### src/design/bpl_pkg.sv
// shared types and constants for the bounded positional list
package bpl_pkg;

  localparam int unsigned POS_W = 5;
  localparam int unsigned VAL_W = 32;
  localparam int unsigned CAP_W = 5;

  localparam logic [CAP_W-1:0] CAP_RESET  = 5'd16;
  localparam logic [VAL_W-1:0] FAIL_VALUE = 32'hFFFF_FFFF;
  localparam logic             STATUS_OK  = 1'b0;
  localparam logic             STATUS_ERR = 1'b1;

  typedef enum logic [1:0] {
    ACT_GET    = 2'd0,
    ACT_SET    = 2'd1,
    ACT_INSERT = 2'd2,
    ACT_REMOVE = 2'd3
  } action_e;

  typedef enum logic {
    ST_IDLE = 1'b0,
    ST_EXEC = 1'b1
  } ctl_state_e;

  typedef struct packed {
    logic load_req;
    logic exec;
  } ctl_cmd_t;

endpackage

### src/design/bpl_ctrl.sv
// controller: request sequencing and output valid tracking
module bpl_ctrl
  import bpl_pkg::*;
(
  input  logic     clk_i,
  input  logic     rst_ni,
  input  logic     in_valid_i,
  output logic     in_ready_o,
  output logic     out_valid_o,
  input  logic     out_ready_i,
  output ctl_cmd_t cmd_o
);

  ctl_state_e state_q, state_d;
  logic       out_valid_q, out_valid_d;

  always_ff @(posedge clk_i or negedge rst_ni) begin
    if (!rst_ni) begin
      state_q     <= ST_IDLE;
      out_valid_q <= 1'b0;
    end else begin
      state_q     <= state_d;
      out_valid_q <= out_valid_d;
    end
  end

  always_comb begin
    state_d        = state_q;
    in_ready_o     = 1'b0;
    cmd_o.load_req = 1'b0;
    cmd_o.exec     = 1'b0;
    unique case (state_q)
      ST_IDLE: begin
        in_ready_o     = 1'b1;
        cmd_o.load_req = in_valid_i;
        if (in_valid_i) begin
          state_d = ST_EXEC;
        end
      end
      ST_EXEC: begin
        // result register must be free or draining this cycle
        cmd_o.exec = !out_valid_q || out_ready_i;
        if (cmd_o.exec) begin
          state_d = ST_IDLE;
        end
      end
      default: begin
        state_d = ST_IDLE;
      end
    endcase
  end

  always_comb begin
    out_valid_d = out_valid_q;
    if (cmd_o.exec) begin
      out_valid_d = 1'b1;
    end else if (out_ready_i) begin
      out_valid_d = 1'b0;
    end
  end

  assign out_valid_o = out_valid_q;

`ifndef NO_ASSERTIONS
  a_exec_gives_result: assert property (@(posedge clk_i) disable iff (!rst_ni)
    cmd_o.exec |=> out_valid_o)
    else $error("result not presented after execute");

  a_load_enters_exec: assert property (@(posedge clk_i) disable iff (!rst_ni)
    cmd_o.load_req |=> (state_q == ST_EXEC) && !in_ready_o)
    else $error("accepted item did not enter execute");

  a_stall_waits: assert property (@(posedge clk_i) disable iff (!rst_ni)
    (state_q == ST_EXEC) && out_valid_o && !out_ready_i |=> state_q == ST_EXEC)
    else $error("executed while result register was blocked");
`endif

endmodule

### src/design/bpl_datapath.sv
// datapath: shifting entry cells, count, capacity and result registers
module bpl_datapath
  import bpl_pkg::*;
#(
  parameter int unsigned DEPTH = 16
) (
  input  logic                    clk_i,
  input  logic                    rst_ni,
  input  ctl_cmd_t                cmd_i,
  input  logic                    cfg_we_i,
  input  logic [CAP_W-1:0]        cfg_wdata_i,
  input  logic [1:0]              action_i,
  input  logic [POS_W-1:0]        position_i,
  input  logic signed [VAL_W-1:0] value_i,
  output logic                    status_o,
  output logic signed [VAL_W-1:0] read_value_o,
  output logic [POS_W-1:0]        entry_count_o,
  output logic                    empty_flag_o,
  output logic                    is_full_flag_o
);

  localparam int unsigned CW   = $clog2(DEPTH + 1);
  localparam int unsigned IW   = $clog2(DEPTH);
  localparam int unsigned CMPW = (CW > POS_W) ? CW : POS_W;
  localparam logic [CMPW-1:0] DEPTH_X = CMPW'(DEPTH);

  logic [CAP_W-1:0] cap_q;
  logic [CW-1:0]    total_q, total_d;
  logic [VAL_W-1:0] store_q [DEPTH];
  logic [VAL_W-1:0] store_d [DEPTH];

  action_e          req_act_q;
  logic [POS_W-1:0] req_pos_q;
  logic [VAL_W-1:0] req_val_q;

  logic             status_q, status_d;
  logic [VAL_W-1:0] rdval_q, rdval_d;
  logic [POS_W-1:0] count_q;
  logic             empty_q, full_q;

  logic [CMPW-1:0] pos_x, tot_x, cap_x, cap_eff, tot_new_x;
  logic            pos_ok, ins_ok, do_set, do_ins, do_rem;

  always_ff @(posedge clk_i or negedge rst_ni) begin
    if (!rst_ni) begin
      cap_q   <= CAP_RESET;
      total_q <= '0;
    end else begin
      if (cfg_we_i) begin
        cap_q <= cfg_wdata_i;
      end
      if (cmd_i.exec) begin
        total_q <= total_d;
      end
    end
  end

  always_ff @(posedge clk_i) begin
    if (cmd_i.load_req) begin
      req_act_q <= action_e'(action_i);
      req_pos_q <= position_i;
      req_val_q <= value_i;
    end
  end

  assign pos_x   = CMPW'(req_pos_q);
  assign tot_x   = CMPW'(total_q);
  assign cap_x   = CMPW'(cap_q);
  assign cap_eff = (cap_x > DEPTH_X) ? DEPTH_X : cap_x;
  assign pos_ok  = pos_x < tot_x;
  assign ins_ok  = (tot_x < cap_eff) && (pos_x <= tot_x);

  always_comb begin
    do_set   = 1'b0;
    do_ins   = 1'b0;
    do_rem   = 1'b0;
    status_d = STATUS_OK;
    rdval_d  = '0;
    total_d  = total_q;
    unique case (req_act_q)
      ACT_GET: begin
        if (pos_ok) begin
          rdval_d = store_q[IW'(pos_x)];
        end else begin
          status_d = STATUS_ERR;
          rdval_d  = FAIL_VALUE;
        end
      end
      ACT_SET: begin
        do_set   = pos_ok;
        status_d = pos_ok ? STATUS_OK : STATUS_ERR;
      end
      ACT_INSERT: begin
        do_ins   = ins_ok;
        status_d = ins_ok ? STATUS_OK : STATUS_ERR;
        if (ins_ok) begin
          total_d = total_q + CW'(1);
        end
      end
      ACT_REMOVE: begin
        do_rem   = pos_ok;
        status_d = pos_ok ? STATUS_OK : STATUS_ERR;
        if (pos_ok) begin
          total_d = total_q - CW'(1);
        end
      end
      default: begin
        status_d = STATUS_ERR;
      end
    endcase
  end

  assign tot_new_x = CMPW'(total_d);

  for (genvar i = 0; i < DEPTH; i++) begin : g_cell
    localparam logic [CMPW-1:0] IDX = CMPW'(i);
    logic [VAL_W-1:0] lower_w, upper_w;
    if (i == 0) begin : g_lo_edge
      assign lower_w = store_q[i];
    end else begin : g_lo
      assign lower_w = store_q[i-1];
    end
    if (i == DEPTH - 1) begin : g_hi_edge
      assign upper_w = store_q[i];
    end else begin : g_hi
      assign upper_w = store_q[i+1];
    end
    always_comb begin
      store_d[i] = store_q[i];
      if ((do_set || do_ins) && (IDX == pos_x)) begin
        store_d[i] = req_val_q;
      end else if (do_ins && (IDX > pos_x) && (IDX <= tot_x)) begin
        store_d[i] = lower_w;
      end else if (do_rem && (IDX >= pos_x) && (IDX + CMPW'(1) < tot_x)) begin
        store_d[i] = upper_w;
      end
    end
  end

  always_ff @(posedge clk_i) begin
    if (cmd_i.exec) begin
      store_q  <= store_d;
      status_q <= status_d;
      rdval_q  <= rdval_d;
      count_q  <= tot_new_x[POS_W-1:0];
      empty_q  <= (tot_new_x == '0);
      full_q   <= (tot_new_x >= cap_eff);
    end
  end

  assign status_o       = status_q;
  assign read_value_o   = rdval_q;
  assign entry_count_o  = count_q;
  assign empty_flag_o   = empty_q;
  assign is_full_flag_o = full_q;

endmodule

### src/design/bounded_positional_list.sv
// top level of the bounded positional list
// item registered on accept, run in ST_EXEC, result registered; out_ready_i can stall
// a new item is taken only in idle, after the execute step of the last one
// insert and remove shift the entry cells in the execute step
// reset: length cleared (output count/flags not reset), capacity 16, cells unwritten
module bounded_positional_list
  import bpl_pkg::*;
#(
  parameter int unsigned DEPTH = 16
) (
  input  logic                    clk_i,
  input  logic                    rst_ni,
  input  logic                    cfg_we_i,
  input  logic [CAP_W-1:0]        cfg_wdata_i,
  input  logic                    in_valid_i,
  output logic                    in_ready_o,
  input  logic [1:0]              action_i,
  input  logic [POS_W-1:0]        position_i,
  input  logic signed [VAL_W-1:0] value_i,
  output logic                    out_valid_o,
  input  logic                    out_ready_i,
  output logic                    status_o,
  output logic signed [VAL_W-1:0] read_value_o,
  output logic [POS_W-1:0]        entry_count_o,
  output logic                    empty_flag_o,
  output logic                    is_full_flag_o
);

  ctl_cmd_t cmd;

  bpl_ctrl u_ctrl (
    .clk_i       (clk_i),
    .rst_ni      (rst_ni),
    .in_valid_i  (in_valid_i),
    .in_ready_o  (in_ready_o),
    .out_valid_o (out_valid_o),
    .out_ready_i (out_ready_i),
    .cmd_o       (cmd)
  );

  bpl_datapath #(
    .DEPTH (DEPTH)
  ) u_datapath (
    .clk_i          (clk_i),
    .rst_ni         (rst_ni),
    .cmd_i          (cmd),
    .cfg_we_i       (cfg_we_i),
    .cfg_wdata_i    (cfg_wdata_i),
    .action_i       (action_i),
    .position_i     (position_i),
    .value_i        (value_i),
    .status_o       (status_o),
    .read_value_o   (read_value_o),
    .entry_count_o  (entry_count_o),
    .empty_flag_o   (empty_flag_o),
    .is_full_flag_o (is_full_flag_o)
  );

endmodule

### config.mk
export PLATFORM = sky130hd
export DESIGN_NAME = bounded_positional_list
export DESIGN_NICKNAME = d
export VERILOG_FILES = /design/src/design/bpl_pkg.sv /design/src/design/bpl_ctrl.sv /design/src/design/bpl_datapath.sv /design/src/design/bounded_positional_list.sv
export SDC_FILE = /design/constraint.sdc
export NUM_CORES = 1
export LEC_CHECK = 0
export BUFFER_PORTS_ARGS = -buffer_cell sky130_fd_sc_hd__buf_4
export CAP_MARGIN = 20
export CORE_ASPECT_RATIO = 0.8
export CORE_MARGIN = 2
export CORE_UTILIZATION = 34
export CTS_CLUSTER_DIAMETER = 80
export CTS_CLUSTER_SIZE = 30
export DETAILED_ROUTE_END_ITERATION = 7
export GPL_ROUTABILITY_DRIVEN = 0
export GPL_TIMING_DRIVEN = 0
export PLACE_DENSITY = 0.52
export SETUP_SLACK_MARGIN = 0.02
export SLEW_MARGIN = 10
export SYNTH_ARGS = -nofsm -noshare
export SYNTH_HDL_FRONTEND = slang
export SYNTH_SLANG_ARGS = --single-unit
### constraint.sdc
create_clock -name clk_i -period 4.1 [get_ports clk_i]
set_input_delay 0.41 -clock clk_i [delete_from_list [all_inputs] [get_ports clk_i]]
set_output_delay 0.41 -clock clk_i [all_outputs]
set_load 0.1 [all_outputs]
After elaboration in Yosys (flattened, before gate mapping)
Index checks and enable logic that the tools add are counted.

Output and inout bits: 42. Word-level logic and storage cells: 307. Input bits: 49. Flip-flop bits (word level): 603.

Order comparisons: 68. Reductions and logical operators: 119. Eq/ne operators: 19. Mux-type cells: 69. Bitwise operators: 2. $add $sub $neg: 2.

Operator list (count): two-way mux 32 bit (50); binary-select mux 32 bit (select 4 bit) (1); logical AND 1 bit (79); nonzero test 3 bit (14); == test 4 x 5 -> 1 bit, first input constant (8); greater-than comparator 4 x 5 -> 1 bit, first input constant (8); less-or-equal comparator 4 x 5 -> 1 bit, first input constant (8); less-than comparator 4 x 5 -> 1 bit, first input constant (8); >= comparator 4 x 5 -> 1 bit, first input constant (7); AND reduction 2 bit (15); == test 3 x 5 -> 1 bit, first input constant (4); >= comparator 3 x 5 -> 1 bit, first input constant (4); greater-than comparator 3 x 5 -> 1 bit, first input constant (4); less-or-equal comparator 3 x 5 -> 1 bit, first input constant (4); less-than comparator 3 x 5 -> 1 bit, first input constant (4); two-way mux 5 bit (3); two-way mux 1 bit (12); == test 2 x 5 -> 1 bit, first input constant (2); >= comparator 1 x 5 -> 1 bit, first input constant (2); >= comparator 2 x 5 -> 1 bit, first input constant (2); greater-than comparator 1 x 5 -> 1 bit, first input constant (2); greater-than comparator 2 x 5 -> 1 bit, first input constant (2); less-or-equal comparator 1 x 5 -> 1 bit, first input constant (2); less-or-equal comparator 2 x 5 -> 1 bit, first input constant (2); other kinds (24) (32).

Depth between registers and ports, before layout
Gate-level depths: netlist of the first run.

Word-level depth: 9. Mapped depth: 17. Gate-level depth less buffers: 16.

By module
Synthesis of the first run repeated with hierarchy kept, for this count alone.

Cells, all modules: 2180. Area, all modules: 35296.4 sq um.

By module, submodules not included: bpl_datapath (instances 1, cells an instance 2171, seq. area each 17998.5 sq um, area each 35195.0 sq um); bpl_ctrl (instances 1, cells an instance 9, seq. area each 50.0 sq um, area each 101.3 sq um).

Worst setup path after synthesis of the first run
OpenSTA, ideal clock, no wires.

Path kind: register to register. Start point: register u_datapath.total_q[4], in the netlist u_datapath.tot_x[4]. End point: register u_datapath.store_q (netlist bit u_datapath.g_cell[1].upper_w[0]), enable pin. Cell stages (with the launch flop): 11. Setup time: 441 ps. Setup slack: -422 ps. Buffers on the path: 3. Arrival: 4082 ps. Clock period less this slack: 4522 ps. Data required time: 3659 ps. Cell sequence: dfrtp_1 -> buf_2 -> inv_1 -> ha_1 -> a21oi_1 -> o21ai_1 -> o22ai_2 -> buf_4 -> o2111ai_4 -> buf_6 -> a31oi_1.

Longest elaborated chain between the ends: 7. Elaborated cells on any way between the ends: 17. Classes of those cells: order compare (5); mux (3); reduce/logical (9).

RTL lines: start: declaration (line bpl_datapath.sv:28) `logic [CW-1:0] total_q, total_d;`; start signal: assignment (line bpl_datapath.sv:53) `total_q <= total_d;`; less-than comparator 5 bit or less-or-equal comparator 5 bit (tied branches) (line bpl_datapath.sv:71) `assign ins_ok = (tot_x < cap_eff) && (pos_x <= tot_x);`; logical AND 1 bit (line bpl_datapath.sv:71); two-way mux 1 bit (line bpl_datapath.sv:80) `unique case (req_act_q)`; logical AND 1 bit or logical OR 1 bit (tied branches) (line bpl_datapath.sv:132, bpl_datapath.sv:130); logical AND 1 bit (on tied branches) (line bpl_datapath.sv:132, bpl_datapath.sv:130); nonzero test 3 bit (no line) *; AND reduction 2 bit (no line) *; end signal: assignment (line bpl_datapath.sv:142) `store_q <= store_d;`; end: declaration (line bpl_datapath.sv:29) `logic [VAL_W-1:0] store_q [DEPTH];`.

Every way passes the cells marked *; elsewhere a longest branch is shown, timed or not. A chain may end at the register's enable or synchronous reset.

Worst setup path after layout of the first run
Start point: register u_datapath.total_q[4], in the netlist u_datapath.tot_x[4]. End point: register u_datapath.store_q (netlist bit u_datapath.g_cell[0].lower_w[12]), enable pin.

Longest elaborated chain between the ends: 7. Elaborated cells on any way between the ends: 18. Classes of those cells: order compare (5); eq/ne (1); mux (3); reduce/logical (9).

RTL lines (line): less-than comparator 5 bit or less-or-equal comparator 5 bit (tied branches) (bpl_datapath.sv:71); logical AND 1 bit (bpl_datapath.sv:71); two-way mux 1 bit (bpl_datapath.sv:80); logical AND 1 bit or logical OR 1 bit (tied branches) (bpl_datapath.sv:132, bpl_datapath.sv:130); logical AND 1 bit (on tied branches) (bpl_datapath.sv:132, bpl_datapath.sv:130); != test 2 x 1 -> 1 bit (no line) or nonzero test 2 bit (tied branches); AND reduction 3 bit (no line) *.

Marked as above.

==> results of run 1 <==
## flip-flops by register name (all words and copies together) (netlist names)
name                       cells
u_datapath.empty_flag_o        1
u_datapath.tot_x               5
u_datapath.g_cell.lower_w     96
u_ctrl.state_q                 1
u_ctrl.out_valid_o             1
u_datapath.is_full_flag_o      1
u_datapath.read_value_o       32
u_datapath.req_act_q           2
u_datapath.req_val_q          32
u_datapath.pos_x               5
u_datapath.g_cell.upper_w    416
u_datapath.status_o            1
u_datapath.cap_q               5
u_datapath.entry_count_o       5
## cell type report
| type | instances | area, µm² |
|---|---|---|
| fill | 9614 | 63100 |
| sequential | 603 | 18000 |
| multi-input combinational | 1431 | 16700 |
| timing repair buffer | 179 | 2140 |
| tap | 1404 | 1760 |
| buffer | 187 | 1080 |
| clock buffer | 44 | 1050 |
| clock inverter | 26 | 269 |
| inverter | 16 | 60.1 |
| antenna | 1 | 2.50 |
## cell usage after synthesis (32+ instances only)
library cell	count
mux2_2	927
mux4_2	152
nor2_1	71
nand2_1	36
edfxtp_1	591
buf_4	32
buf_2	68
mux2_1	45
a21oi_1	36
clkbuf_1	62
## per-layer routing
metal,track usage,part of all wire,vias up
met3,0.0371,0.068,94
met5,0,0,-
li1,-,-,9398
met4,0.0391,0.016,0
met1,0.310,0.47,11600
met2,0.329,0.45,715
## metrics by stage
stage	setup TNS (ns)	worst slack (ns)	area, µm²
after floorplan	0	0.323	35800
after global routing	0	0.00806	41100
after CTS	0	0.0251	41100
after global placement	-775.16	-1.60	38200
after detailed placement	-20.62	-0.303	39200
final	0	0.115	41100
## worst max-delay path, cell delays in order, from the launching register on
cell,delay [ns]
dfrtp_2,0.46
buf_4,0.24
inv_1,0.12
ha_1,0.34
a21oi_1,0.21
o21ai_2,0.14
o22ai_2,0.22
a32o_1,0.21
buf_4,0.19
buf_8,0.18
nand2_2,0.19
buf_4,0.31
a21oi_4,0.60
buf_16,0.23
## report_power, final
group          internal [µW]  switching [µW]
registers               7470             456
clock network           1970            2470
logic                   2090            3890
total                  11500            6810
## cells by family (layout without fill, tap and decap cells)
logic type                 after synthesis  after routing  share of synthesized area
muxes                                 1132           1132                      0.405
DFF                                    603            603                      0.506
buffers and inverters                  203            452                     0.0315
and+or+nand+nor                        179            179                     0.0296
AOI/OAI and AO/OA                       94             94                     0.0193
adders and majority gates               18             18                    0.00632
xor gates and xnor gates                 8              8                    0.00196
other                                    0              1                          0
## timing repair
action / in CTS / in global routing
buffers inserted: 8 / 3
hold endpoints to repair: 52 / 0
hold buffers: 41 / 0
pin swaps: 5 / 1
endpoints found under the setup margin: 309 / 272
gates resized for setup: 4 / 8
cloned: 0 / 0
## worst max path at each step
stage | to | from | slack [ns] | cells after the start
2_1_floorplan | u_datapath.g_cell[11].upper_w[0]$_DFFE_PP_ | u_datapath.tot_x[4]$_DFFE_PN0P_ | 0.32 | 12
3_3_place_gp | u_datapath.g_cell[12].upper_w[5]$_DFFE_PP_ | u_datapath.tot_x[4]$_DFFE_PN0P_ | -1.60 | 10
3_5_place_dp | u_datapath.g_cell[1].upper_w[8]$_DFFE_PP_ | u_datapath.tot_x[4]$_DFFE_PN0P_ | -0.30 | 12
4_1_cts | u_datapath.g_cell[14].upper_w[22]$_DFFE_PP_ | u_datapath.tot_x[4]$_DFFE_PN0P_ | 0.03 | 12
5_1_grt | u_datapath.is_full_flag_o$_DFFE_PP_ | u_datapath.tot_x[4]$_DFFE_PN0P_ | 0.008 | 17
6_report | u_datapath.g_cell[0].lower_w[12]$_DFFE_PP_ | u_datapath.tot_x[4]$_DFFE_PN0P_ | 0.12 | 13
==> flow_summary.ini, run 1 <==
[global_routing]
antenna_found_initial = 9
grt_pass1_vias = 21900
grt_overflow = 0
grt_pass1_wl_um = 166000
grt_start_max_net_pins = 29
grtUsageTotal = 0.211

[pwr]
power.total_uw = 18300
power_density_nw_per_um2 = 446
leakage_uw = 0.0138
vdd_drop_max_uv = 440

[logic_synthesis]
yosysTopAreaCell = edfxtp_1
syn_inst = 2237
synth.top_cell.area_share = 0.498
synth_ff_type = edfxtp_1
seq_area_frac_synth = 0.506
synth_edf_count = 591
synth-seq-cells = 603
syn_area_um2 = 35700
synth_area_leaders = edfxtp_1 (50%), mux2_2 (29%), mux4_2 (9.6%)
synth.avg_cell_area_um2 = 15.9
synth.distinct_cells = 66
synth_warnings = 0
synth_fp_nets = 2304
async_reset_ff_frac = 0.0199

[cells_and_area]
drive_gt1_frac = 0.594
fin_nets = 2524
fin_cells = 3891
layout_common_cells = mux2_2 (927), edfxtp_1 (591), mux4_2 (152), buf_4 (132), nor2_1 (69)
fin_util = 0.395
mostFrequentLayoutCell = mux2_2
area_delta_synth_final_pct = 15.4

[worst_setup_path]
worst_r2r_path_depth = 13
required_ns = 4.40
reg2reg_from = u_datapath.tot_x[4]$_DFFE_PN0P_
cp_max_fo = 13
startpoint_type = flop
reg2reg_slack_ns = 0.12
rr_endpoint = u_datapath.g_cell[0].lower_w[12]$_DFFE_PP_
crit_type = reg -> reg
worstSetupEndpointType = flop
worstPathArrival_ns = 4.28

[clock_network]
path_clk_slew_ns = 0.09
cts_tree = yes
cts_htree_levels = 2
clock-sinks = 603
clk_latency_ns = 0.61
clockRootBuffer = clkbuf_16
clock_path_buffers = 3
numCtsBuffers = 39

[timing]
period_minus_slack_ns = 3.98
tightest_slew_ns = 1.09
finalSetupViolCount = 0
fmax_mhz = 251
hold_viol_final = 0
fin_worst_skew_ns = 0.0383
period_share = 0.972
hold_ws_ns = 0.0330
slew-limit-headroom = 0.270
rsz0062_at_grt = true
maxSlewViolCount = 0

[die]
core.rowCount = 106
fp.dieArea_um2 = 108000
die_w_um = 366
die-height_um = 294
start_util = 0.342
core-area_um2 = 104000
io_pins = 91

[route]
ant_nets = 0
drc_errors = 0
vias_per_cell = 5.61
wl_per_cell_um = 29.8
vias = 21800
dr.pass1.iters = 6
drtIter0Drc = 2279
routed_wl_um = 116000

[run_status]
outcome = finished clean

[min_path]
hold_class = in -> reg
hp-start = cfg_wdata_i[4]
hold_depth = 3
min_to = u_datapath.cap_q[4]$_DFFE_PN1P_

[placed_design]
hpwlAfterDp_um = 87800
portBuffers = 90
dp_cells = 3768

[flow_run]
drv_cap = 0
Power figures use the tool's default switching activity.
==> run 2, diff against run 1 <==
CORE_ASPECT_RATIO = unset   (was 0.8)
CORE_MARGIN = unset   (was 2)
==> run 2 against run 1 <==
The flow now finishes with violations (negative setup slack). Final cell count hardly changed. Sequential share of layout area is 0.25 points lower. Hold slack worse by 0.0039 ns. Routed wire length is 10% higher. Register-to-register slack worse by 0.14 ns. Power is 2.5% higher. Utilization is 0.40 points higher. Design area is 0.58% higher. Critical path type unchanged.
==> flow_summary.ini, run 2 (same netlist as run 1, synthesis figures left out) <==
[run_status]
outcome = finished, violations left
violations = negative setup slack

[die]
core-area_um2 = 104000
die-height_um = 326
start_util = 0.344
die_w_um = 326
core.rowCount = 118
io_pins = 91
fp.dieArea_um2 = 106000

[global_routing]
grt_pass1_vias = 22800
grt_pass1_wl_um = 179000
grt_start_max_net_pins = 43
antenna_found_initial = 1
grtUsageTotal = 0.238
grt_overflow = 0

[min_path]
hold_depth = 3
hp-start = in_valid_i
min_to = u_ctrl.state_q$_DFF_PN0_
hold_class = in -> reg

[pwr]
leakage_uw = 0.0139
power_density_nw_per_um2 = 455
power.total_uw = 18800
vdd_drop_max_uv = 558

[worst_setup_path]
startpoint_type = flop
reg2reg_slack_ns = -0.02
critPathTopFamily = buffers and inverters
worst_r2r_path_depth = 7
cp_max_fo = 10
worstPathArrival_ns = 4.47
path_cells = buf_2, buf_2, clkbuf_1, buf_2, mux2_2, o21ai_0, a21oi_1
path_common_cell = buf_2
required_ns = 4.44
cp_slowest_cell = clkbuf_1
crit_type = reg -> reg
worstSetupEndpointType = flop
crit_buf_inv = 4
reg2reg_from = u_datapath.pos_x[2]$_DFFE_PP_
rr_endpoint = u_datapath.read_value_o[12]$_SDFFCE_PP0P_
max_stage_delay_ns = 0.80

[placed_design]
portBuffers = 90
hpwlAfterDp_um = 88300
post_dp_cell_area_um2 = 39200
place_ws_ns = -0.388

[cells_and_area]
fin_nets = 2544
final_area_um2 = 41400
largest_reg_flops = 416
area_delta_synth_final_pct = 16.0
layout_common_cells = mux2_2 (927), edfxtp_1 (591), mux4_2 (152), buf_4 (144), nor2_1 (68)
mostFrequentLayoutCell = mux2_2
drive_gt1_frac = 0.599
diodes = 0
fin_util = 0.399

[timing]
fin_ws_ns = -0.0238
setup_tns_ns = -0.0238
hold_viol_final = 0
finalSetupViolCount = 1
fin_worst_skew_ns = 0.0319
period_minus_slack_ns = 4.12
period_share = 1.01
maxSlewViolCount = 0
tightest_slew_ns = 1.20
fmax_mhz = 242
slew-limit-headroom = 0.197

[route]
wl_per_cell_um = 33.0
dr.pass1.iters = 5
ant_nets = 0
drc_errors = 0
vias_per_cell = 5.76
vias = 22400
routed_wl_um = 128000
drtIter0Drc = 2343

[clock_network]
clockRootBuffer = clkbuf_16
clock-sinks = 603
cts_htree_levels = 2
clock_path_buffers = 3
path_clk_slew_ns = 0.08
clk_latency_ns = 0.64
numCtsBuffers = 41
cts_tree = yes

[flow_run]
drv_cap = 0
run 2: through the flow:
stage	hold slack, ns	instances
after floorplan	0.114	2237
after global placement	0.260	3707
after detailed placement	0.261	3747
after CTS	0.00576	3885
after global routing	0.0122	3889
final	0.0290	3889
run 2: worst max path at each step:
stage	startpoint	end	slack, ns	cells past startpoint
after CTS	u_datapath.tot_x[4]$_DFFE_PN0P_	u_datapath.is_full_flag_o$_DFFE_PP_	0.01	17
after global routing	u_datapath.tot_x[1]$_DFFE_PN0P_	u_datapath.is_full_flag_o$_DFFE_PP_	-0.01	17
after detailed placement	u_datapath.tot_x[4]$_DFFE_PN0P_	u_datapath.g_cell[7].upper_w[9]$_DFFE_PP_	-0.39	13
after floorplan	u_datapath.tot_x[4]$_DFFE_PN0P_	u_datapath.g_cell[11].upper_w[0]$_DFFE_PP_	0.32	12
final	u_datapath.pos_x[2]$_DFFE_PP_	u_datapath.read_value_o[12]$_SDFFCE_PP0P_	-0.02	7
after global placement	u_datapath.tot_x[4]$_DFFE_PN0P_	u_datapath.g_cell[12].upper_w[9]$_DFFE_PP_	-2.02	10
run 2: where the power goes:
part,internal (µW),switching (µW),leakage [µW],total [µW]
Clock,2220,2540,0.000708,4760
Combinational,2090,4030,0.00771,6120
Sequential,7480,447,0.00550,7920
run 2: repair_timing:
| item | in CTS | in global routing |
|---|---|---|
| endpoints found under the hold margin | 52 | 0 |
| resized for setup | 6 | 10 |
| pin swaps | 14 | 3 |
| endpoints found under the setup margin | 375 | 226 |
| hold buffers | 41 | 0 |
| setup buffers | 22 | 3 |
run 2: final cells by class:
cell class              instances  area (µm²)
well taps                    1380        1730
fillers                      9531       62400
flip-flops and latches        603       18000
repair buffers                197        2250
clock buffers                  44        1040
inverters                      16        62.6
plain buffers                 187        1090
clock inverters                31         415
multi-input cells            1431       16800
run 2: per-layer routing:
layer  GRT usage  wire, µm  vias to the layer above  part of all wire
met5           0        13                        -           0.00010
met4      0.0884      5130                        2             0.040
met3      0.0431      8110                      220             0.063
met2       0.383     60000                      890              0.47
met1       0.321     55000                    11900              0.43
li1            -         -                     9420                 -
run 2: tightest hold or removal path, delay by kind of cell:
family / cells / cell delay [ns]
and+or+nand+nor: 2 / 0.10
buffers and inverters: 1 / 0.09
==> run 3, diff against run 2 <==
SETUP_SLACK_MARGIN = unset   (was 0.02)
==> run 3 against run 2 <==
The run still ends with negative setup slack left. Sequential share of layout area barely moved. Clock-buffer cell count stayed put. Die area did not move. Sequential power is essentially flat. Routed wire length hardly changed. Combinational power hardly changed. Power shrank 0.11%. Non-clock buffer count shrank 3. Hold slack about the same.
==> flow_summary.ini, run 3 (same netlist as run 1, synthesis figures left out) <==
[run_status]
outcome = finished, violations left
violations = negative setup slack

[timing]
slew-limit-headroom = 0.198
maxSlewViolCount = 0
fmax_mhz = 241
finalSetupViolCount = 1
hold_viol_final = 0
rsz0062_at_grt = true
fin_worst_skew_ns = 0.0337
fin_ws_ns = -0.0409
hold_ws_ns = 0.0288
period_share = 1.01
tightest_slew_ns = 1.20
setup_tns_ns = -0.0409
period_minus_slack_ns = 4.14

[worst_setup_path]
cp_slowest_cell = clkbuf_1
worstPathArrival_ns = 4.48
worst_r2r_path_depth = 7
required_ns = 4.44
path_common_cell = buf_2
path_cells = buf_2, buf_2, clkbuf_1, buf_2, mux2_2, o21ai_0, a21oi_1
critPathTopFamily = buffers and inverters
worstSetupEndpointType = flop
crit_type = reg -> reg
max_stage_delay_ns = 0.81
reg2reg_slack_ns = -0.04
reg2reg_from = u_datapath.pos_x[2]$_DFFE_PP_
rr_endpoint = u_datapath.read_value_o[12]$_SDFFCE_PP0P_
cp_max_fo = 10
startpoint_type = flop
crit_buf_inv = 4

[global_routing]
grt_start_max_net_pins = 43
grt_overflow = 0
grtUsageTotal = 0.238
grt_pass1_vias = 22800
grt_pass1_wl_um = 179000
antenna_found_initial = 1

[cells_and_area]
mostFrequentLayoutCell = mux2_2
diodes = 0
area_delta_synth_final_pct = 15.9
fin_nets = 2541
layout_common_cells = mux2_2 (927), edfxtp_1 (591), mux4_2 (152), buf_4 (142), nor2_1 (68)
largest_reg_flops = 416
final_area_um2 = 41300
fillers = 9523
drive_gt1_frac = 0.599
fin_util = 0.398

[die]
core.rowCount = 118
fp.dieArea_um2 = 106000
die_w_um = 326
io_pins = 91
start_util = 0.344
die-height_um = 326
core-area_um2 = 104000

[min_path]
hold_class = in -> reg
min_to = u_ctrl.state_q$_DFF_PN0_
hp-start = in_valid_i
hold_depth = 3

[clock_network]
path_clk_slew_ns = 0.08
numCtsBuffers = 41
clock-sinks = 603
clock_path_buffers = 3
cts_htree_levels = 2
cts_tree = yes
clockRootBuffer = clkbuf_16
clk_latency_ns = 0.64

[placed_design]
post_dp_cell_area_um2 = 39200
hpwlAfterDp_um = 88300
portBuffers = 90

[pwr]
leakage_uw = 0.0139
power.total_uw = 18800
power_density_nw_per_um2 = 454
clkPwrFrac = 0.253
seq_power_share = 0.422
vdd_drop_max_uv = 558
switchingPower_uw = 7020
swShare = 0.374
combinationalPowerShare = 0.325
p_int_uw = 11800

[route]
drc_errors = 0
vias_per_cell = 5.80
dr.pass1.iters = 6
vias = 22500
routed_wl_um = 128000
wl_per_cell_um = 33.0
drtIter0Drc = 2272
ant_nets = 0

[flow_run]
drv_cap = 0
## run 3: final cells by class
cell class	instances	area (µm²)	share of cell area
Clock buffer	44	1040	0.0251
Inverter	16	62.6	0.00151
Multi-Input combinational cell	1431	16700	0.405
Buffer	187	1080	0.0261
Timing Repair Buffer	194	2220	0.0538
Tap cell	1380	1730	0.0418
Clock inverter	31	415	0.0100
Sequential cell	603	18000	0.437
## run 3: repair_timing
| item | in CTS | in global routing |
|---|---|---|
| buffers inserted | 21 | 1 |
| endpoints found under the hold margin | 52 | 0 |
| resized for setup | 6 | 7 |
| pin swaps | 13 | 2 |
| endpoints found under the setup margin | 361 | 209 |
| hold buffers | 41 | 0 |
## run 3: worst max path at each step
stage / slack (ns) / endpoint / from / depth (start not counted)
6_report: -0.04 / u_datapath.read_value_o[12]$_SDFFCE_PP0P_ / u_datapath.pos_x[2]$_DFFE_PP_ / 7
5_1_grt: -0.13 / u_datapath.is_full_flag_o$_DFFE_PP_ / u_datapath.tot_x[4]$_DFFE_PN0P_ / 17
4_1_cts: 0.01 / u_datapath.is_full_flag_o$_DFFE_PP_ / u_datapath.tot_x[4]$_DFFE_PN0P_ / 17
3_5_place_dp: -0.39 / u_datapath.g_cell[7].upper_w[9]$_DFFE_PP_ / u_datapath.tot_x[4]$_DFFE_PN0P_ / 13
3_3_place_gp: -2.02 / u_datapath.g_cell[12].upper_w[9]$_DFFE_PP_ / u_datapath.tot_x[4]$_DFFE_PN0P_ / 10
2_1_floorplan: 0.32 / u_datapath.g_cell[11].upper_w[0]$_DFFE_PP_ / u_datapath.tot_x[4]$_DFFE_PN0P_ / 12
## run 3: stage by stage
| stage | setup WS [ns] | std cells |
|---|---|---|
| 3_3_place_gp | -2.02 | 3707 |
| 4_1_cts | 0.0137 | 3884 |
| 2_1_floorplan | 0.323 | 2237 |
| 5_1_grt | -0.130 | 3886 |
| 6_report | -0.0409 | 3886 |
| 3_5_place_dp | -0.388 | 3747 |
## run 3: layer usage
| metal | vias up | part of all wire | global-route usage |
|---|---|---|---|
| li1 | 9421 | - | - |
| met1 | 11900 | 0.43 | 0.321 |
| met2 | 955 | 0.47 | 0.383 |
| met3 | 222 | 0.066 | 0.0431 |
| met4 | 2 | 0.039 | 0.0884 |
| met5 | - | 0.00030 | 0 |
## run 3: power groups by stage
stage / clock network (µW) / logic [µW] / registers [µW]
2_1_floorplan: 0 / 2890 / 8950
3_3_place_gp: 0 / 5680 / 8100
3_5_place_dp: 0 / 5960 / 8050
4_1_cts: 4860 / 6060 / 7920
5_1_grt: 5050 / 6350 / 7980
6_report: 4760 / 6100 / 7920
## run 3: worst min-delay path: cells and delay by family
family | cells | cell delay [ns]
buffers and inverters | 1 | 0.09
and+or+nand+nor | 2 | 0.10
